$ cat src/bpa_pkg.sv
// ----------------------------------------------------------------------------
// bpa_pkg
// shared constants, codes and bitmap access types of the page allocator
// ----------------------------------------------------------------------------
`timescale 1ns / 1ps

package bpa_pkg;

  // bitmap organization
  localparam int WORD_W         = 32;
  localparam int BIT_W          = 5;
  localparam int BMP_ADDR_W     = 6;
  localparam int PAGE_CAP       = 2047;
  localparam int DEF_MAX_PAGES  = 1024;
  localparam int DEF_WORDS      = 32;

  // field widths
  localparam int IDX_W          = 11;
  localparam int ADDR_W         = 64;

  // device address base
  localparam logic [63:0] DEVICE_BASE = 64'h0000_0001_0000_0000;

  // result status codes
  localparam logic [1:0] ST_ALLOCATED = 2'd0;
  localparam logic [1:0] ST_FULL      = 2'd1;
  localparam logic [1:0] ST_FREED     = 2'd2;
  localparam logic [1:0] ST_IGNORED   = 2'd3;

  // operation codes
  localparam logic OP_ALLOC = 1'b0;
  localparam logic OP_FREE  = 1'b1;

  // configuration register indexes
  localparam logic CFG_PAGE_SHIFT = 1'b0;
  localparam logic CFG_PAGE_COUNT = 1'b1;

  // bitmap read and write requests
  typedef struct packed {
    logic                  en;
    logic [BMP_ADDR_W-1:0] addr;
  } bmp_rd_t;

  typedef struct packed {
    logic                  en;
    logic [BMP_ADDR_W-1:0] addr;
    logic [WORD_W-1:0]     data;
  } bmp_wr_t;

endpackage

$ cat src/bitmap_page_allocator.sv
// ----------------------------------------------------------------------------
// bitmap_page_allocator
// first-fit page allocator over a word-wise used bitmap in ram
// ----------------------------------------------------------------------------
// channel   direction  handshake             payload
// in        request    in_valid / in_stall   operation, address
// out       result     out_valid / out_stall status, page_address, free_pages
// cfg       write      cfg_write             cfg_index, cfg_data
//
// a request is handled in the accept cycle, which picks the word (first non-full
// word for allocate, decoded page for free) and issues the ram read, and then
// in the modify step, which writes the changed word back on a grant and loads the result.
// the ram read is registered, so the modify step works on the word read in the accept cycle.
// reset clears the word valid bits at once, so no clearing pass is needed.
// a stalled result holds the modify step; the next request waits for it.
// ----------------------------------------------------------------------------
`timescale 1ns / 1ps

module bitmap_page_allocator
  import bpa_pkg::*;
#(
  parameter int MAX_PAGES = DEF_MAX_PAGES
) (
  input  logic              clk,
  input  logic              rst,
  // configuration
  input  logic              cfg_write,
  input  logic              cfg_index,
  input  logic [10:0]       cfg_data,
  // request channel
  input  logic              in_valid,
  output logic              in_stall,
  input  logic              operation,
  input  logic [ADDR_W-1:0] address,
  // result channel
  output logic              out_valid,
  input  logic              out_stall,
  output logic [1:0]        status,
  output logic [ADDR_W-1:0] page_address,
  output logic [IDX_W-1:0]  free_pages
);

  localparam int PAGE_LIMIT = (MAX_PAGES < PAGE_CAP) ? MAX_PAGES : PAGE_CAP;
  localparam int WORDS      = (PAGE_LIMIT + WORD_W - 1) / WORD_W;

  localparam logic S_IDLE = 1'b0;
  localparam logic S_MOD  = 1'b1;

  logic             state;
  logic [4:0]       page_shift;
  logic [IDX_W-1:0] page_count;
  logic [IDX_W-1:0] pages_in_use;
  logic [IDX_W-1:0] eff_count;

  logic                  req_op;
  logic                  req_ok;
  logic [BMP_ADDR_W-1:0] req_word;
  logic [BIT_W-1:0]      req_bit;

  logic [IDX_W-1:0] out_index;

  bmp_rd_t           rd;
  bmp_wr_t           wr;
  logic [WORD_W-1:0] rdata;
  logic [WORDS-1:0]  full;

  // configuration registers
  always_ff @(posedge clk) begin
    if (rst) begin
      page_shift <= 5'd12;
      page_count <= 11'd1024;
    end else if (cfg_write) begin
      case (cfg_index)
        CFG_PAGE_SHIFT: page_shift <= cfg_data[4:0];
        CFG_PAGE_COUNT: page_count <= cfg_data;
        default: ;
      endcase
    end
  end

  assign eff_count = (page_count > IDX_W'(PAGE_LIMIT)) ? IDX_W'(PAGE_LIMIT) : page_count;

  // first non-full word below the page count
  logic [6:0]            n_words;
  logic                  word_found;
  logic [BMP_ADDR_W-1:0] word_sel;

  assign n_words = 7'(({1'b0, eff_count} + 12'd31) >> 5);

  always_comb begin
    word_found = 1'b0;
    word_sel   = '0;
    for (int w = WORDS - 1; w >= 0; w--) begin
      if (!full[w] && (7'(w) < n_words)) begin
        word_found = 1'b1;
        word_sel   = BMP_ADDR_W'(w);
      end
    end
  end

  // free address decode
  logic [ADDR_W-1:0] addr_off;
  logic [ADDR_W-1:0] addr_idx;
  logic              free_ok;

  assign addr_off = {address[63:32] - 32'd1, address[31:0]};
  assign addr_idx = addr_off >> page_shift;
  assign free_ok  = (|address[63:32]) && (addr_idx[63:IDX_W] == '0) &&
                    (addr_idx[IDX_W-1:0] < eff_count);

  // handshake and control
  logic in_acc;
  logic mod_go;

  assign in_stall = (state == S_MOD);
  assign in_acc   = in_valid && !in_stall;
  assign mod_go   = (state == S_MOD) && !(out_valid && out_stall);

  always_ff @(posedge clk) begin
    if (rst) begin
      state <= S_IDLE;
    end else begin
      case (state)
        S_IDLE:  if (in_acc) state <= S_MOD;
        S_MOD:   if (mod_go) state <= S_IDLE;
        default: state <= S_IDLE;
      endcase
    end
  end

  // request capture
  always_ff @(posedge clk) begin
    if (in_acc) begin
      req_op   <= operation;
      req_ok   <= (operation == OP_ALLOC) ? word_found : free_ok;
      req_word <= (operation == OP_ALLOC) ? word_sel : addr_idx[IDX_W-1:BIT_W];
      req_bit  <= addr_idx[BIT_W-1:0];
    end
  end

  // ram read issued in the accept cycle
  always_comb begin
    rd.en   = in_acc;
    rd.addr = (operation == OP_ALLOC) ? word_sel : addr_idx[IDX_W-1:BIT_W];
  end

  // lowest free bit of the word read
  logic             has_zero;
  logic [BIT_W-1:0] zero_bit;

  always_comb begin
    has_zero = 1'b0;
    zero_bit = '0;
    for (int b = WORD_W - 1; b >= 0; b--) begin
      if (!rdata[b]) begin
        has_zero = 1'b1;
        zero_bit = BIT_W'(b);
      end
    end
  end

  // modify step
  logic [IDX_W-1:0]  alloc_idx;
  logic              grant;
  logic [WORD_W-1:0] word_new;
  logic [1:0]        status_next;

  assign alloc_idx = {req_word[IDX_W-BIT_W-1:0], zero_bit};

  always_comb begin
    if (req_op == OP_ALLOC) begin
      grant       = req_ok && has_zero && (alloc_idx < eff_count);
      word_new    = rdata | (WORD_W'(1) << zero_bit);
      status_next = grant ? ST_ALLOCATED : ST_FULL;
    end else begin
      grant       = req_ok && rdata[req_bit];
      word_new    = rdata & ~(WORD_W'(1) << req_bit);
      status_next = grant ? ST_FREED : ST_IGNORED;
    end
  end

  always_comb begin
    wr.en   = mod_go && grant;
    wr.addr = req_word;
    wr.data = word_new;
  end

  // pages in use
  always_ff @(posedge clk) begin
    if (rst) begin
      pages_in_use <= '0;
    end else if (mod_go && grant) begin
      if (req_op == OP_ALLOC) begin
        pages_in_use <= pages_in_use + 11'd1;
      end else if (pages_in_use != '0) begin
        pages_in_use <= pages_in_use - 11'd1;
      end
    end
  end

  // result register
  always_ff @(posedge clk) begin
    if (rst) begin
      out_valid <= 1'b0;
    end else if (mod_go) begin
      out_valid <= 1'b1;
    end else if (!out_stall) begin
      out_valid <= 1'b0;
    end
  end

  always_ff @(posedge clk) begin
    if (mod_go) begin
      status    <= status_next;
      out_index <= alloc_idx;
    end
  end

  // address and free count from held result and current state
  assign page_address = (status == ST_ALLOCATED) ?
                        DEVICE_BASE + ({{(ADDR_W-IDX_W){1'b0}}, out_index} << page_shift) :
                        '0;
  assign free_pages   = (eff_count > pages_in_use) ? eff_count - pages_in_use : '0;

  bpa_bitmap #(
    .WORDS (WORDS)
  ) u_bitmap (
    .clk   (clk),
    .rst   (rst),
    .rd    (rd),
    .wr    (wr),
    .rdata (rdata),
    .full  (full)
  );

endmodule

$ cat src/bpa_bitmap.sv
// ----------------------------------------------------------------------------
// bpa_bitmap
// word-wide used-bit memory with per-word valid bits and a full summary
// ----------------------------------------------------------------------------
`timescale 1ns / 1ps

module bpa_bitmap
  import bpa_pkg::*;
#(
  parameter int WORDS = DEF_WORDS
) (
  input  logic              clk,
  input  logic              rst,
  input  bmp_rd_t           rd,
  input  bmp_wr_t           wr,
  output logic [WORD_W-1:0] rdata,
  output logic [WORDS-1:0]  full
);

  localparam int WA = (WORDS > 1) ? $clog2(WORDS) : 1;

  logic [WORD_W-1:0] mem [WORDS];
  logic [WORDS-1:0]  valid;
  logic [WORD_W-1:0] rdata_q;
  logic              rvalid_q;

  // memory write port
  always_ff @(posedge clk) begin
    if (wr.en) begin
      mem[wr.addr[WA-1:0]] <= wr.data;
    end
  end

  // registered read, valid tag sampled with the data
  always_ff @(posedge clk) begin
    if (rd.en) begin
      rdata_q <= mem[rd.addr[WA-1:0]];
    end
  end

  always_ff @(posedge clk) begin
    if (rst) begin
      rvalid_q <= 1'b0;
    end else if (rd.en) begin
      rvalid_q <= valid[rd.addr[WA-1:0]];
    end
  end

  // never-written words read as all free
  assign rdata = rvalid_q ? rdata_q : '0;

  // valid bits and full summary
  always_ff @(posedge clk) begin
    if (rst) begin
      valid <= '0;
      full  <= '0;
    end else if (wr.en) begin
      valid[wr.addr[WA-1:0]] <= 1'b1;
      full[wr.addr[WA-1:0]]  <= &wr.data;
    end
  end

endmodule

$ cat config.mk
export PLATFORM = sky130hd
export DESIGN_NAME = bitmap_page_allocator
export DESIGN_NICKNAME = d
export VERILOG_FILES = /design/src/bpa_pkg.sv /design/src/bitmap_page_allocator.sv /design/src/bpa_bitmap.sv
export SDC_FILE = /design/constraint.sdc
export NUM_CORES = 2
export LEC_CHECK = 0
export BUFFER_PORTS_ARGS = -buffer_cell sky130_fd_sc_hd__clkbuf_2
export CORE_UTILIZATION = 43
export DETAILED_ROUTE_END_ITERATION = 12
export PLACE_DENSITY = 0.6
export SLEW_MARGIN = 10
export SYNTH_ARGS = -nofsm -noshare
export SYNTH_HDL_FRONTEND = slang
export SYNTH_HIERARCHICAL = 1
export SYNTH_SLANG_ARGS = --single-unit
$ cat constraint.sdc
create_clock -name clk -period 5.8 [get_ports clk]
set_clock_uncertainty 0.05 [all_clocks]
set_input_delay 0.58 -clock clk [delete_from_list [all_inputs] [get_ports clk]]
set_output_delay 0.58 -clock clk [all_outputs]
set_load 0.005 [all_outputs]
* After elaboration in Yosys (flattened, before gate mapping)
Memories as Yosys holds them, arrays and structs flattened. A register that Yosys moved wholly into a read port is not among the register bits. Index checks and enable logic that the tools add are counted.
Storage, ports and cells: register bits after elaboration 120, bits in latches 0, bits in writable memories 1024, bits in read-only memories 0, input bits 82, output and inout port bits 79, logic and storage cells 312, memories 1
Memories:
- u_bitmap.mem | words 32, bits a word 32, rd ports 1, clocked after Yosys merged registers in 1, wr ports 1, line bpa_bitmap.sv:22 | logic [WORD_W-1:0] mem [WORDS];
Operators by class: add/sub/neg operators 6, multiply operators 0, divide/modulo/power cells 0, order comparisons 40, equality and inequality tests 2, shift operators 4, mux-type cells 155, bitwise logic cells 6, reduce and logical (&&, ||, !) cells 84
Operator list (count):
- $mux 6 | 32
- $mux 5 | 33
- $lt 5x7->1 const A | 16
- $mux 1 | 77
- $add 33x64->64 const A | 1
- $mux 32 | 2
- $mux 64 | 1
- $or 32x32->32 | 2
- $shl 1x5->32 const A | 2
- $shl 11x5->64 | 1
- $shr 64x5->64 | 1
- $lt 4x7->1 const A | 8
- $logic_not 53->1 | 1
- $mux 11 | 4
- $logic_and 1x1->1 | 42
- $logic_not 1->1 | 34
- $and 32x32->32 | 1
- $bwmux 32 | 1
- $not 32->32 | 1
- $reduce_and 32->1 | 1
- $reduce_or 32->1 | 1
- $sub 32x1->32 const B | 1
- $lt 3x7->1 const A | 4
- $lt 11x11->1 | 2
- other kinds (19) | 28

* Longest topological paths before layout
depth after elaboration 40, depth in mapped cells 25, mapped depth without buffers 22

* By module
Netlist, hierarchy kept.
By module, submodules not included:
- bpa_bitmap | instances 1, cells each 1860, area an instance 42500.8 µm², seq. area each 33011.7 µm²
- bitmap_page_allocator | instances 1, cells each 1534, area an instance 10334.9 µm², seq. area each 1361.3 µm²

* Least setup slack after synthesis
Ideal clock, no wire load.
kind reg2reg, start register u_bitmap.rvalid_q, end memory u_bitmap.mem[0][0] (enable), library setup time 0.424 ns, arrival time 5.173 ns, required time 5.326 ns, slack 0.153 ns, cell stages (with the launch flop) 24, path buffers 3, clock period less this slack 5.647 ns, cell sequence dfxtp_1 > clkbuf_1 > and2_1 > nand2_1 > a31oi_1 > o211ai_1 > a31oi_1 > o211ai_1 > a31oi_1 > o211ai_1 > nand3_1 > a31oi_1 > ha_1 > a21oi_1 > nor3_1 > nor4b_1 > o2111ai_1 > o22ai_1 > nand2_1 > inv_1 > or3b_2 > clkbuf_1 > clkbuf_1 > nor2_1
RTL lines:
- start, declared | line bpa_bitmap.sv:25 | logic rvalid_q;
- start signal, assigned | line bpa_bitmap.sv:45 | rvalid_q <= valid[rd.addr[WA-1:0]];
- end, declared | line bpa_bitmap.sv:22

==> results by group <==
Drt
  • DR WL/cell: 27.3 um
  • Top Layer Used: met5
  • DRT Wirelength: 146000 um
  • Mean number of vias per cell: 5.98
  • Met1 wire length: around 63000 um
  • Met3 WL post-DR: 10400 um
  • WL met2: 69500 um
  • DR iter-0 viols: 4004
  • Via count: 32000
  • DRC Markers: 0
  • Drt first pass iters: 5
  • Remaining antenna violation count: 0

Worst setup path
  • Crit path DAT: 5.91 ns
  • CP required: 6.22 ns
  • Reg-to-reg endpoint: u_bitmap/rdata_q[7]$_DFFE_PP_
  • Crit path depth: 15
  • Critical path class: reg -> reg
  • Max incr delay on CP: 0.64 ns
  • Worst setup SP type: register
  • Critical Path End: u_bitmap/rdata_q[7]$_DFFE_PP_
  • FF-to-FF Start: page_count[1]$_SDFFE_PP0P_
  • Worst R2R Path Depth: 15
  • Crit-path leading delay family: simple AND/OR/NAND/NOR gates
  • Slowest cell on the critical path: or4_1
  • Sequence of cells on the critical path: or4_1, o21a_1, or2_1, or3_1, nand4_1, a21oi_1, a21o_1, or4_1, nor3_1, a221o_4, buf_12, buf_12, mux4_2, mux4_2, mux2_2
  • Worst R2R Setup Slack: 0.31 ns
  • Worst Setup SP: page_count[1]$_SDFFE_PP0P_
  • WP buf/inv: 2
  • CP Max Fanout: 41
  • CP endpoint kind: register

Timing
  • Worst slew margin: around a quarter
  • Setup WS post-layout: between 0.3 and 0.4 ns
  • Final hold violation count: 0
  • Setup tns final: 0 ns
  • Max-slew violation count: 0
  • Final setup viols: 0
  • Minimum clock period: 5.49 ns
  • Worst Max-Slew Pin Slew: 1.13 ns
  • Hold Slack: 0.0349 ns
  • Fmax: 182 MHz
  • Fin crit share: a little over nine tenths
  • RSZ-0062 raised after global routing: no

Place
  • Routability Congestion: ~0.93
  • Placed wire-length estimate: 89300 um
  • Post-DP Area: 56900 um^2
  • Port Buffers: roughly 140
  • Pre-CTS setup slack: 0.338 ns

Clock tree
  • Clock Latency Late Sink: 0.74 ns
  • Htree depth: 3
  • Clock Pin Slew Worst Setup and Hold Paths: 0.06 ns
  • Clock buffer depth: 3
  • TritonCTS Buffers: roughly 120
  • Clk sink count: 1176
  • Root cell of the clock tree: clkbuf_16
  • Cts repair resizes: 0
  • CTS tree: done
  • Post-CTS setup buffer count: 0
  • Post-cts hold buffer count: 0

Yosys
  • Main combinational cell family by area after synthesis: multiplexers
  • Synth Area in XOR/XNOR: less than 1%
  • Post-Syn Area: 52800 um^2
  • Avg Inst Size Synth: 15.6 um^2
  • Post-Synthesis Cells: 3394
  • Primary FF master, synth: edfxtp_1
  • Post-Synth Adder-Cell Area: 1.09%
  • EDFF count, synth: 1082
  • Yosys warns: 6
  • Mux share of post-synthesis cell area: between 15 and 20%
  • Distinct cells, synth: 82
  • Post-synth ARST share: 0%
  • Flops & latches, synth: around 1200
  • Sequential-to-total area share from yosys stat: between 60% and 70%
  • Synth Area in Compound Gates: slightly above 6%
  • Simple-Gate Fraction of Synth Area: ~7.5%

Final layout
  • Commonest non-fill, non-tap cell in the layout: edfxtp_1
  • Filler cells: approximately 10000
  • Most frequent cells in the layout: edfxtp_1, mux4_2, nand2_1, nor2_1, a21oi_1
  • Area delta synth->final: 14.9%
  • Share of post-route cells with drive strength above 1: 26.4%
  • Nets@finish: 3751
  • Ant. Diodes: 0
  • Design Area, Final: 60700 um^2

Power and ir drop
  • Leak: around 20 nW
  • Pwr dens: 317 nW/um^2
  • Max VDD drop: roughly 250 uV

Global routing
  • First-pass GRT wire length: around 210000 um
  • Antenna violations before repair: 3
  • Total grt overflow: 0
  • Largest net degree at the start of global routing: 95
  • Number of global-route vias before repair: between 30000 and 40000
  • Global Route Usage Sum: 23.4%

Die
  • Die area: 124000 um^2
  • DIE HEIGHT: 353 um
  • Core Region: about 120000 um^2
  • Starting density of the core: 43.4%
  • Die X: 353 um
  • Ports: 161
  • Row cnt: 128

Run status
  • Run status: finished clean

Worst hold path
  • Hold Path Class: in -> reg

Job
  • Maxcap violations: 0
synthesized netlist by cell type, types with 14 or more instances:
cell type  number  share of area, %
edfxtp_1     1082                61
mux4_2        340                14
nor2_1        257               1.8
nand2_1       237               1.7
o21ai_0       190               1.8
a21oi_1       182               1.7
clkbuf_1      119              0.85
dfxtp_1        94               3.6
mux2i_1        78               1.5
mux2_2         61               1.3
inv_1          58              0.41
and2_1         47              0.56
nand3_1        46              0.44
nor3_1         46              0.44
ha_1           43               1.0
nand4_1        38              0.45
buf_1          35              0.25
buf_2          31              0.29
xnor2_1        27              0.45
nor2b_1        25              0.30
buf_4          22              0.31
or3_1          21              0.25
nand2b_1       19              0.22
xor2_1         18              0.30
a31oi_1        17              0.20
nor4_1         17              0.20
a211oi_1       15              0.21
a21o_1         15              0.21
and3_1         14              0.17
metal layers:
| layer | track usage [%] | up-vias |
|---|---|---|
| li1 | - | 13900 |
| met1 | 33.9 | 16700 |
| met2 | 37.1 | 1289 |
| met3 | 3.22 | 198 |
| met4 | 6.16 | 2 |
| met5 | 0 | - |
registers in the layout, indices dropped and copies added, names as in the netlist, 6 cells and up:
name,flops
req_word,6
out_index,11
u_bitmap/mem,1024
u_bitmap/full,32
u_bitmap/valid,32
pages_in_use,11
u_bitmap/rdata_q,32
page_count,11
worst register-to-register path, cell delays in order (launching register included):
cell     delay [ns]
dfxtp_1        0.32
or4_1          0.64
o21a_1         0.33
or2_1          0.30
or3_1          0.40
nand4_1        0.13
a21oi_1        0.07
a21o_1         0.16
or4_1          0.39
nor3_1         0.23
a221o_4        0.30
buf_12         0.19
buf_12         0.32
mux4_2         0.63
mux4_2         0.49
mux2_2         0.27
per-stage QoR:
step | utilization, % | instances | total power, W
6_report | 49.8 | 5355 | 0.0193
5_1_grt | 49.8 | 5355 | 0.0198
4_1_cts | 49.8 | 5355 | 0.0194
3_5_place_dp | 46.7 | 5128 | 0.0120
3_3_place_gp | 46.7 | 5128 | 0.0119
2_1_floorplan | - | 3414 | 0.0112
power breakdown:
group / internal [W] / total (W) / leakage [nW] / switching, W
Sequential: 0.00942 / 0.00953 / 10.7 / 0.000112
Combinational: 0.00100 / 0.00224 / 7.14 / 0.00124
Clock: 0.00420 / 0.00748 / 1.86 / 0.00328
final cells by class:
| class | count | area (um^2) | area share (%) |
|---|---|---|---|
| Sequential cell | 1176 | 34400 | 56.6 |
| Multi-Input combinational cell | 1963 | 17800 | 29.3 |
| Clock buffer | 141 | 3080 | 5.08 |
| Timing Repair Buffer | 305 | 2500 | 4.13 |
| Tap cell | 1625 | 2030 | 3.35 |
| Clock inverter | 86 | 721 | 1.19 |
| Inverter | 59 | 221 | 0.365 |
worst min path at each step:
stage,start,to,cells past startpoint
after floorplan,req_word[5]$_DFFE_PP_,out_index[10]$_DFFE_PP_,0
after global placement,u_bitmap/valid[14]$_SDFFE_PP0P_,u_bitmap/valid[14]$_SDFFE_PP0P_,2
after detailed placement,u_bitmap/valid[8]$_SDFFE_PP0P_,u_bitmap/valid[8]$_SDFFE_PP0P_,2
after CTS,cfg_data[9],page_count[9]$_SDFFE_PP0P_,3
after global routing,cfg_data[5],page_count[5]$_SDFFE_PP0P_,3
final,cfg_data[5],page_count[5]$_SDFFE_PP0P_,3
cells by family after synthesis:
family                     after synthesis
muxes                                  479
and+or+nand+nor                        828
adders and majority gates               45
AOI/OAI and AO/OA                      545
DFF                                   1176
xor gates and xnor gates                45
other                                    1
buffers and inverters                  275
Power figures use the tool's default switching activity.
